`src/rtl/matrix_saddle_point_finder_assert.svh`:
```
// Assertion macros for the matrix saddle point finder.
`ifndef MATRIX_SADDLE_POINT_FINDER_ASSERT_SVH
`define MATRIX_SADDLE_POINT_FINDER_ASSERT_SVH

// Same-cycle implication, disabled while reset is low.
`define MSPF_ASSERT_IMP(lbl, clk, rst_n, ante, cons) \
    lbl: assert property (@(posedge clk) disable iff (!rst_n) (ante) |-> (cons)) \
        else $error("saddle point finder: same-cycle check failed");

// Next-cycle implication, disabled while reset is low.
`define MSPF_ASSERT_NXT(lbl, clk, rst_n, ante, cons) \
    lbl: assert property (@(posedge clk) disable iff (!rst_n) (ante) |=> (cons)) \
        else $error("saddle point finder: next-cycle check failed");

`endif

```
`src/rtl/mspf_pkg.sv`:
```
// Shared types and constants of the matrix saddle point finder.
`default_nettype none

package mspf_pkg;

    localparam int DATA_W    = 32;
    localparam int POS_W     = 3;
    localparam int COUNT_W   = 4;
    localparam int ORDER_W   = 4;
    localparam int PADDR_W   = 2;
    localparam int PDATA_W   = 32;

    localparam logic [ORDER_W-1:0] ORDER_RESET = 4'd8;
    localparam logic [PADDR_W-1:0] ADDR_ORDER  = 2'd0;

    localparam logic KIND_POINT = 1'b0;
    localparam logic KIND_DONE  = 1'b1;

    // Commands from the controller to the datapath.
    typedef struct packed {
        logic wr_elem;
        logic scan_init;
        logic row_issue;
        logic col_begin;
        logic col_issue;
        logic next_row;
        logic emit_point;
        logic emit_done;
    } t_cmd;

    // Status from the datapath to the controller.
    typedef struct packed {
        logic load_last;
        logic idx_last;
        logic row_last;
        logic is_saddle;
        logic out_free;
    } t_status;

endpackage

`default_nettype wire

```
`src/rtl/mspf_ctrl.sv`:
```
// Controller state machine of the matrix saddle point finder.
`default_nettype none

module mspf_ctrl (
    input  wire logic             i_clk,
    input  wire logic             i_rst_n,
    input  wire logic             i_elem_valid,
    input  wire mspf_pkg::t_status i_status,
    output logic                  o_elem_ready,
    output mspf_pkg::t_cmd        o_cmd
);

    typedef enum logic [6:0] {
        S_LOAD    = 7'b0000001,
        S_ROW     = 7'b0000010,
        S_ROW_END = 7'b0000100,
        S_COL     = 7'b0001000,
        S_COL_END = 7'b0010000,
        S_CHECK   = 7'b0100000,
        S_DONE    = 7'b1000000
    } t_state;

    t_state r_state;
    t_state n_state;
    logic   elem_acc;

    assign o_elem_ready = (r_state == S_LOAD);
    assign elem_acc     = i_elem_valid && o_elem_ready;

    always_comb begin
        n_state = r_state;
        o_cmd   = '0;
        case (r_state)
            S_LOAD: begin
                if (elem_acc) begin
                    o_cmd.wr_elem = 1'b1;
                    if (i_status.load_last) begin
                        o_cmd.scan_init = 1'b1;
                        n_state         = S_ROW;
                    end
                end
            end
            S_ROW: begin
                o_cmd.row_issue = 1'b1;
                if (i_status.idx_last) begin
                    n_state = S_ROW_END;
                end
            end
            S_ROW_END: begin
                // last row compare lands now; point the reads at the min column
                o_cmd.col_begin = 1'b1;
                n_state         = S_COL;
            end
            S_COL: begin
                o_cmd.col_issue = 1'b1;
                if (i_status.idx_last) begin
                    n_state = S_COL_END;
                end
            end
            S_COL_END: begin
                n_state = S_CHECK;
            end
            S_CHECK: begin
                if (!i_status.is_saddle || i_status.out_free) begin
                    o_cmd.emit_point = i_status.is_saddle;
                    if (i_status.row_last) begin
                        n_state = S_DONE;
                    end else begin
                        o_cmd.next_row = 1'b1;
                        n_state        = S_ROW;
                    end
                end
            end
            S_DONE: begin
                if (i_status.out_free) begin
                    o_cmd.emit_done = 1'b1;
                    n_state         = S_LOAD;
                end
            end
            default: begin
                n_state = S_LOAD;
            end
        endcase
    end

    always_ff @(posedge i_clk) begin
        if (!i_rst_n) begin
            r_state <= S_LOAD;
        end else begin
            r_state <= n_state;
        end
    end

endmodule

`default_nettype wire

```
`src/rtl/mspf_datapath.sv`:
```
// Datapath of the matrix saddle point finder: element store, scan compares, result register.
`default_nettype none

module mspf_datapath #(
    parameter int MAX_ORDER = 8
) (
    input  wire logic                                  i_clk,
    input  wire logic                                  i_rst_n,
    input  wire mspf_pkg::t_cmd                        i_cmd,
    input  wire logic [$clog2(MAX_ORDER+1)-1:0]        i_n,
    input  wire logic                                  i_load_clr,
    input  wire logic signed [mspf_pkg::DATA_W-1:0]    i_element_value,
    input  wire logic                                  i_res_ready,
    output mspf_pkg::t_status                          o_status,
    output logic                                       o_res_valid,
    output logic                                       o_item_kind,
    output logic [mspf_pkg::POS_W-1:0]                 o_point_row,
    output logic [mspf_pkg::POS_W-1:0]                 o_point_column,
    output logic signed [mspf_pkg::DATA_W-1:0]         o_point_value,
    output logic [mspf_pkg::COUNT_W-1:0]               o_points_found,
    output logic                                       o_last_result
);

    localparam int DEPTH = MAX_ORDER * MAX_ORDER;
    localparam int AW    = (DEPTH > 1) ? $clog2(DEPTH) : 1;
    localparam int RW    = (MAX_ORDER > 1) ? $clog2(MAX_ORDER) : 1;
    localparam int NW    = $clog2(MAX_ORDER + 1);

    logic signed [mspf_pkg::DATA_W-1:0] mem [DEPTH];
    logic signed [mspf_pkg::DATA_W-1:0] r_rd_data;

    // load side
    logic [AW-1:0] r_load_addr;
    logic [RW-1:0] r_load_row;
    logic [RW-1:0] r_load_col;

    // scan side
    logic [AW-1:0] r_addr;
    logic [AW-1:0] r_base;
    logic [RW-1:0] r_idx;
    logic [RW-1:0] r_row;
    logic          r_cmp_row;
    logic          r_cmp_col;
    logic [RW-1:0] r_cmp_idx;
    logic signed [mspf_pkg::DATA_W-1:0] r_min;
    logic signed [mspf_pkg::DATA_W-1:0] n_min;
    logic [RW-1:0] r_min_col;
    logic [RW-1:0] n_min_col;
    logic signed [mspf_pkg::DATA_W-1:0] r_max;
    logic [RW-1:0] r_max_row;
    logic [mspf_pkg::COUNT_W-1:0] r_found;

    logic [NW-1:0] n_last;
    logic [AW-1:0] n_step;
    logic          cmp_first;
    logic          out_free;

    assign n_last    = i_n - NW'(1);
    assign n_step    = AW'(i_n);
    assign cmp_first = (r_cmp_idx == '0);
    assign out_free  = !o_res_valid || i_res_ready;

    assign o_status.load_last = (NW'(r_load_row) == n_last) && (NW'(r_load_col) == n_last);
    assign o_status.idx_last  = (NW'(r_idx) == n_last);
    assign o_status.row_last  = (NW'(r_row) == n_last);
    assign o_status.is_saddle = (r_max_row == r_row);
    assign o_status.out_free  = out_free;

    // Row minimum: a tie moves to the later column.
    always_comb begin
        n_min     = r_min;
        n_min_col = r_min_col;
        if (r_cmp_row && (cmp_first || (r_min >= r_rd_data))) begin
            n_min     = r_rd_data;
            n_min_col = r_cmp_idx;
        end
    end

    always_ff @(posedge i_clk) begin
        if (i_cmd.wr_elem) begin
            mem[r_load_addr] <= i_element_value;
        end
        r_rd_data <= mem[r_addr];
    end

    always_ff @(posedge i_clk) begin
        if (!i_rst_n) begin
            r_load_addr <= '0;
            r_load_row  <= '0;
            r_load_col  <= '0;
        end else if (i_load_clr || (i_cmd.wr_elem && o_status.load_last)) begin
            r_load_addr <= '0;
            r_load_row  <= '0;
            r_load_col  <= '0;
        end else if (i_cmd.wr_elem) begin
            r_load_addr <= r_load_addr + AW'(1);
            if (NW'(r_load_col) == n_last) begin
                r_load_col <= '0;
                r_load_row <= r_load_row + RW'(1);
            end else begin
                r_load_col <= r_load_col + RW'(1);
            end
        end
    end

    always_ff @(posedge i_clk) begin
        if (!i_rst_n) begin
            r_cmp_row <= 1'b0;
            r_cmp_col <= 1'b0;
            r_addr    <= '0;
            r_base    <= '0;
            r_idx     <= '0;
            r_row     <= '0;
            r_found   <= '0;
        end else begin
            r_cmp_row <= i_cmd.row_issue;
            r_cmp_col <= i_cmd.col_issue;
            if (i_cmd.scan_init) begin
                r_addr  <= '0;
                r_base  <= '0;
                r_idx   <= '0;
                r_row   <= '0;
                r_found <= '0;
            end else if (i_cmd.row_issue) begin
                r_addr <= r_addr + AW'(1);
                r_idx  <= r_idx + RW'(1);
            end else if (i_cmd.col_begin) begin
                r_addr <= AW'(n_min_col);
                r_idx  <= '0;
            end else if (i_cmd.col_issue) begin
                r_addr <= r_addr + n_step;
                r_idx  <= r_idx + RW'(1);
            end
            if (i_cmd.next_row) begin
                r_addr <= r_base + n_step;
                r_base <= r_base + n_step;
                r_idx  <= '0;
                r_row  <= r_row + RW'(1);
            end
            if (i_cmd.emit_point && (r_found != '1)) begin
                r_found <= r_found + mspf_pkg::COUNT_W'(1);
            end
        end
    end

    always_ff @(posedge i_clk) begin
        r_cmp_idx <= r_idx;
        r_min     <= n_min;
        r_min_col <= n_min_col;
        // Column maximum: a tie moves to the later row.
        if (r_cmp_col && (cmp_first || (r_max <= r_rd_data))) begin
            r_max     <= r_rd_data;
            r_max_row <= r_cmp_idx;
        end
    end

    always_ff @(posedge i_clk) begin
        if (!i_rst_n) begin
            o_res_valid <= 1'b0;
        end else if (i_cmd.emit_point || i_cmd.emit_done) begin
            o_res_valid <= 1'b1;
        end else if (i_res_ready) begin
            o_res_valid <= 1'b0;
        end
    end

    always_ff @(posedge i_clk) begin
        if (i_cmd.emit_point) begin
            o_item_kind    <= mspf_pkg::KIND_POINT;
            o_point_row    <= mspf_pkg::POS_W'(r_row);
            o_point_column <= mspf_pkg::POS_W'(r_min_col);
            o_point_value  <= r_min;
            o_points_found <= '0;
            o_last_result  <= 1'b0;
        end else if (i_cmd.emit_done) begin
            o_item_kind    <= mspf_pkg::KIND_DONE;
            o_point_row    <= '0;
            o_point_column <= '0;
            o_point_value  <= '0;
            o_points_found <= r_found;
            o_last_result  <= 1'b1;
        end
    end

endmodule

`default_nettype wire

```
`src/rtl/matrix_saddle_point_finder.sv`:
```
// Timing: elements load at one per cycle; then each row is scanned for its minimum, the column
// of that minimum for its maximum, and the done item is registered once the last row is checked.
// No element of the next matrix is taken until the done item is issued; scan speed is set by the
// single read port of the element store that both scans share.
// Reset: synchronous, active low; order returns to 8, loading restarts at row 0, column 0,
// and the element store keeps its contents.
`default_nettype none

`include "matrix_saddle_point_finder_assert.svh"

module matrix_saddle_point_finder #(
    parameter int MAX_ORDER = 8
) (
    input  wire logic                                 i_clk,
    input  wire logic                                 i_rst_n,
    input  wire logic                                 psel,
    input  wire logic                                 penable,
    input  wire logic                                 pwrite,
    input  wire logic [mspf_pkg::PADDR_W-1:0]         paddr,
    input  wire logic [mspf_pkg::PDATA_W-1:0]         pwdata,
    output logic [mspf_pkg::PDATA_W-1:0]              prdata,
    output logic                                      pready,
    input  wire logic                                 i_elem_valid,
    output logic                                      o_elem_ready,
    input  wire logic signed [mspf_pkg::DATA_W-1:0]   i_element_value,
    output logic                                      o_res_valid,
    input  wire logic                                 i_res_ready,
    output logic                                      o_item_kind,
    output logic [mspf_pkg::POS_W-1:0]                o_point_row,
    output logic [mspf_pkg::POS_W-1:0]                o_point_column,
    output logic signed [mspf_pkg::DATA_W-1:0]        o_point_value,
    output logic [mspf_pkg::COUNT_W-1:0]              o_points_found,
    output logic                                      o_last_result
);

    localparam int NW = $clog2(MAX_ORDER + 1);

    logic [mspf_pkg::ORDER_W-1:0] r_order;
    logic [NW-1:0]                eff_n;
    logic                         cfg_wr;
    mspf_pkg::t_cmd               s_cmd;
    mspf_pkg::t_status            s_status;

    assign pready = 1'b1;
    assign cfg_wr = psel && penable && pwrite && pready && (paddr == mspf_pkg::ADDR_ORDER);
    assign prdata = (paddr == mspf_pkg::ADDR_ORDER) ?
                    mspf_pkg::PDATA_W'(r_order) : '0;

    // Clamp order to the range the store holds.
    always_comb begin
        if (r_order == '0) begin
            eff_n = NW'(1);
        end else if (r_order > MAX_ORDER) begin
            eff_n = NW'(MAX_ORDER);
        end else begin
            eff_n = NW'(r_order);
        end
    end

    always_ff @(posedge i_clk) begin
        if (!i_rst_n) begin
            r_order <= mspf_pkg::ORDER_RESET;
        end else if (cfg_wr) begin
            r_order <= pwdata[mspf_pkg::ORDER_W-1:0];
        end
    end

    mspf_ctrl u_ctrl (
        .i_clk        (i_clk),
        .i_rst_n      (i_rst_n),
        .i_elem_valid (i_elem_valid),
        .i_status     (s_status),
        .o_elem_ready (o_elem_ready),
        .o_cmd        (s_cmd)
    );

    mspf_datapath #(
        .MAX_ORDER (MAX_ORDER)
    ) u_datapath (
        .i_clk           (i_clk),
        .i_rst_n         (i_rst_n),
        .i_cmd           (s_cmd),
        .i_n             (eff_n),
        .i_load_clr      (cfg_wr),
        .i_element_value (i_element_value),
        .i_res_ready     (i_res_ready),
        .o_status        (s_status),
        .o_res_valid     (o_res_valid),
        .o_item_kind     (o_item_kind),
        .o_point_row     (o_point_row),
        .o_point_column  (o_point_column),
        .o_point_value   (o_point_value),
        .o_points_found  (o_points_found),
        .o_last_result   (o_last_result)
    );

    // Only a done transaction may wait at the output while elements are taken.
    `MSPF_ASSERT_IMP(a_wait_is_done, i_clk, i_rst_n, o_res_valid && o_elem_ready, o_last_result)
    // A point is issued only for a saddle row and only into a free output register.
    `MSPF_ASSERT_IMP(a_emit_ok, i_clk, i_rst_n, s_cmd.emit_point,
                     s_status.is_saddle && s_status.out_free)
    // The done item shows up right after it is issued, with a count no larger than MAX_ORDER.
    `MSPF_ASSERT_NXT(a_done_out, i_clk, i_rst_n, s_cmd.emit_done,
                     o_res_valid && o_last_result && (o_points_found <= MAX_ORDER))

endmodule

`default_nettype wire

```
`config.mk`:
```
export PLATFORM = sky130hd
export DESIGN_NAME = matrix_saddle_point_finder
export DESIGN_NICKNAME = d
export VERILOG_FILES = /design/src/rtl/mspf_pkg.sv /design/src/rtl/mspf_ctrl.sv /design/src/rtl/mspf_datapath.sv /design/src/rtl/matrix_saddle_point_finder.sv
export VERILOG_INCLUDE_DIRS = /design/src /design/src/rtl
export SDC_FILE = /design/constraint.sdc
export NUM_CORES = 2
export LEC_CHECK = 0
export CAP_MARGIN = 10
export CORE_MARGIN = 2
export CORE_UTILIZATION = 40
export CTS_CLUSTER_SIZE = 24
export DETAILED_ROUTE_END_ITERATION = 16
export DONT_BUFFER_PORTS = 1
export GPL_TIMING_DRIVEN = 0
export PLACE_DENSITY = 0.61
export SLEW_MARGIN = 20
export SYNTH_ARGS = -nofsm -noshare
export SYNTH_HDL_FRONTEND = slang
export SYNTH_SLANG_ARGS = --single-unit
```
`constraint.sdc`:
```
create_clock -name i_clk -period 5.02 [get_ports i_clk]
set_clock_uncertainty 0.05 [all_clocks]
set_input_delay 0 -clock i_clk [delete_from_list [all_inputs] [get_ports i_clk]]
set_output_delay 0 -clock i_clk [all_outputs]
set_load 0.05 [all_outputs]
```
==> out/results.tsv <==
metric	value	unit
cp_max_fo	10	
synth_edf_count	2153	
fp.dieH	470	µm
finalSetupViolations	1	
syn_area	0.0868	mm²
num_vias	41700	
p_total	41.3	mW
wl_per_cell	31.0	µm
port_buffers	0	
coreArea	0.215	mm²
fin_ws	-0.00225	ns
grt_max_degree	65	
yosysSeqAreaShare	0.766	
clock_path_buffers	3	
p_clk_frac	0.395	
seq_power_share	0.511	
r2r-start	u_datapath.r_addr[1]	
final_core_utilization	0.474	
worstSetupStartpointType	flop	
viasPerCell	5.76	
ys_warn_count	0	
insertion_delay	0.86	ns
worst_pin_slew	1.20	ns
htree_levels	4	
drc	0	
grt_overflow	0	
synth_top_flop_cell	edfxtp_1	
yosysTopAreaCellShare	0.745	
synthTopCellsByArea	edfxtp_1 (75%), mux4_2 (17%), dfxtp_1 (2.1%)	
yosysUniqueCellTypes	65	
power_leakage	31.3	nW
start_util	0.403	
dp_slack	-0.168	ns
rr_endpoint	u_datapath.r_rd_data[5]	
rows	170	
die-area	0.221	mm²
worstSetupEndpointType	flop	
min_path_type	input port to output port	
r2r_cells	6	
regToRegSetupSlack	-0.002	ns
violations	negative setup slack	
synth_top_family_by_area	multiplexers	
first_pass_iters	6	
cp-endpoint	u_datapath.r_rd_data[5]	
crit_start	u_datapath.r_addr[1]	
max-cap-violations	0	
comb_power_share	0.094	
synth-simple-area-share	0.0183	
drt_wl_total	225	mm
ys_ff_latch	2244	
synthToLayoutAreaGrowth	17.5	%
p_per_area	405	mW/mm²
syn_inst	3780	
async_reset_ff_frac	0	
drtIter0Drc	5398	
cts_sinks	2244	
slew_violations	0	
worst-endpoint-arrival	5.66	ns
tns	-0.00225	ns
pin_count	152	
path_class	flop to flop	
dp_cells	6750	
fin_crit_sh	1.00	
synth-compound-area-share	0.0110	
swShare	0.235	
grt_first_pass_wirelength	317	mm
synth_area_leader_cell	edfxtp_1	
first_global_vias	41800	
fin_crit	5.02	ns
clockRootBuffer	clkbuf_16	
cts_tree	done	
hold_viol_final	0	
track_usage	0.203	
relSlewSlack	0.199	
antenna_found_initial	11	
syn_area_per_cell	23.0	µm²
cts_setup_buffers	0	
p_sw	9.70	mW
rsz0062_at_grt	false	
peakVddDrop	0.297	mV
synth_xor_area_frac	0.00314	
ant_nets	0	
die_x	470	µm
status	finished, violations left	
hpwl	151	mm
gp_congestion	0.820	
layout-drive-gt1-share	0.300	
fin_nets	4373	
critical_path_required	5.66	ns
fmax	199	MHz
synthAdderAreaFrac	0.0120	
fin_cells	7244	
cts_buffers	217	
synth_mux_area_frac	0.176	
clkTransAtPathRegs	0.06	ns
cellInternalPower	31.6	mW
## critical path: stages, from the launching register on
cell             delay [ns]
dfxtp_1                0.61
clkbuf_1               0.87
clkdlybuf4s15_2        0.69
clkdlybuf4s15_1        0.93
mux4_2                 0.44
mux4_2                 0.58
mux4_2                 0.65
## metal layers
layer  part of all wire  vias up  track usage  wire length [µm]
li1                   -    16800            -                 -
met1               0.41    22700        0.279             91600
met2               0.48     1836        0.322            107000
met3              0.086      333       0.0488             19300
met4              0.028       14       0.0585              6350
met5            0.00039        -            0                88
## per-stage QoR
step | instance area, µm² | hold WS [ns]
after global placement | 90400 | 0.0586
after detailed placement | 93300 | 0.0472
after global routing | 102000 | 0.0478
after floorplan | 86900 | 0.0489
after CTS | 102000 | 0.0472
final | 102000 | 0.0467
## cell type report
type | instances | area (µm²)
clock inverter | 135 | 1370
timing repair buffer | 192 | 3840
antenna | 1 | 2.50
multi-input combinational | 1308 | 19700
fill | 17100 | 113000
clock buffer | 271 | 5770
buffer | 208 | 1020
tap | 2838 | 3550
sequential | 2244 | 66500
inverter | 47 | 176
## synth_stat cells, types with 3 or more instances
| cell type | instances |
|---|---|
| nand3_1 | 25 |
| buf_1 | 34 |
| edfxtp_1 | 2153 |
| o21ai_0 | 33 |
| xor2_1 | 11 |
| nand4_1 | 14 |
| ha_1 | 80 |
| mux2_2 | 13 |
| or2_2 | 3 |
| buf_4 | 39 |
| o211ai_1 | 5 |
| nor4_1 | 5 |
| xnor2_1 | 15 |
| nor2_1 | 112 |
| inv_1 | 47 |
| a21oi_1 | 46 |
| or3_1 | 10 |
| a211oi_1 | 6 |
| nor3_1 | 17 |
| nor2b_1 | 11 |
| buf_2 | 44 |
| nand2b_1 | 7 |
| o31ai_1 | 3 |
| o2111a_1 | 3 |
| nand3b_1 | 7 |
| or4_1 | 3 |
| a21o_1 | 17 |
| nand2_1 | 59 |
| or3b_2 | 3 |
| clkbuf_1 | 90 |
| o22ai_1 | 3 |
| mux4_2 | 662 |
| and2_1 | 43 |
| mux2i_1 | 21 |
| dfxtp_1 | 91 |
| a41oi_1 | 4 |
## power by group through the flow
stage                     Sequential, mW  Combinational [mW]  Clock [mW]
after floorplan                     21.4                2.08           0
after global placement              21.5                3.36           0
after detailed placement            21.5                3.50           0
after CTS                           21.1                3.90        16.6
after global routing                21.1                4.12        17.3
final                               21.1                3.88        16.3
## timing repair
action,in CTS,in global routing
resized for setup,3,0
hold endpoints to repair,2102,0
hold buffers,86,0
setup endpoints to repair,19,0
## how the worst min path moves through the flow
stage / endpoint / cells past startpoint / startpoint
finish: prdata[3] / 1 / paddr[0]
global route: prdata[3] / 1 / paddr[0]
CTS: prdata[3] / 1 / paddr[0]
detailed placement: prdata[3] / 1 / paddr[0]
global placement: u_datapath.mem[22][20] / 0 / i_element_value[20]
floorplan: u_datapath.mem[0][0] / 0 / i_element_value[0]
## flip-flops by register name, indices dropped and copies added (netlist names), 4 cells and up
name	flops
u_datapath.o_point_value	32
u_datapath.r_addr	6
u_datapath.mem	2048
u_datapath.r_rd_data	32
u_datapath.r_min	32
u_datapath.r_found	4
u_datapath.r_base	6
r_order	4
u_ctrl.r_state	7
u_datapath.o_points_found	4
u_datapath.r_max	32
u_datapath.r_load_addr	6
## cells in the final DEF, fill, tap and decap left out, types with 7 or more instances in the layout
cell type / count
conb_1: 29
nand3_1: 25
nor2b_1: 11
a21oi_1: 46
buf_16: 73
nand3b_1: 7
buf_12: 63
clkbuf_16: 220
o21ai_0: 33
nand4_1: 14
xor2_1: 11
nor2_4: 64
or3_1: 10
nor2_1: 48
dfxtp_1: 91
clkinv_4: 7
a21o_1: 17
inv_1: 47
nor3_1: 15
nand2b_1: 7
buf_2: 51
ha_1: 80
mux2_2: 13
clkinv_2: 45
and2_1: 43
clkbuf_1: 122
clkbuf_2: 15
bufinv_16: 20
buf_4: 39
buf_1: 23
nand2_1: 58
mux2i_1: 21
edfxtp_1: 2153
clkbuf_8: 7
dlygate4sd3_1: 54
mux4_2: 662
xnor2_1: 15
clkinv_1: 39
## cells by family after synthesis
| group | count (synthesis) |
|---|---|
| AND/OR/NAND/NOR | 325 |
| XOR/XNOR | 28 |
| adder cells (fa/ha/maj) | 82 |
| multiplexers | 696 |
| buffers and inverters | 255 |
| other | 2 |
| AO/OA/AOI/OAI | 148 |
| flip-flops | 2244 |
Note: power is estimated with default switching activity, not from simulation.
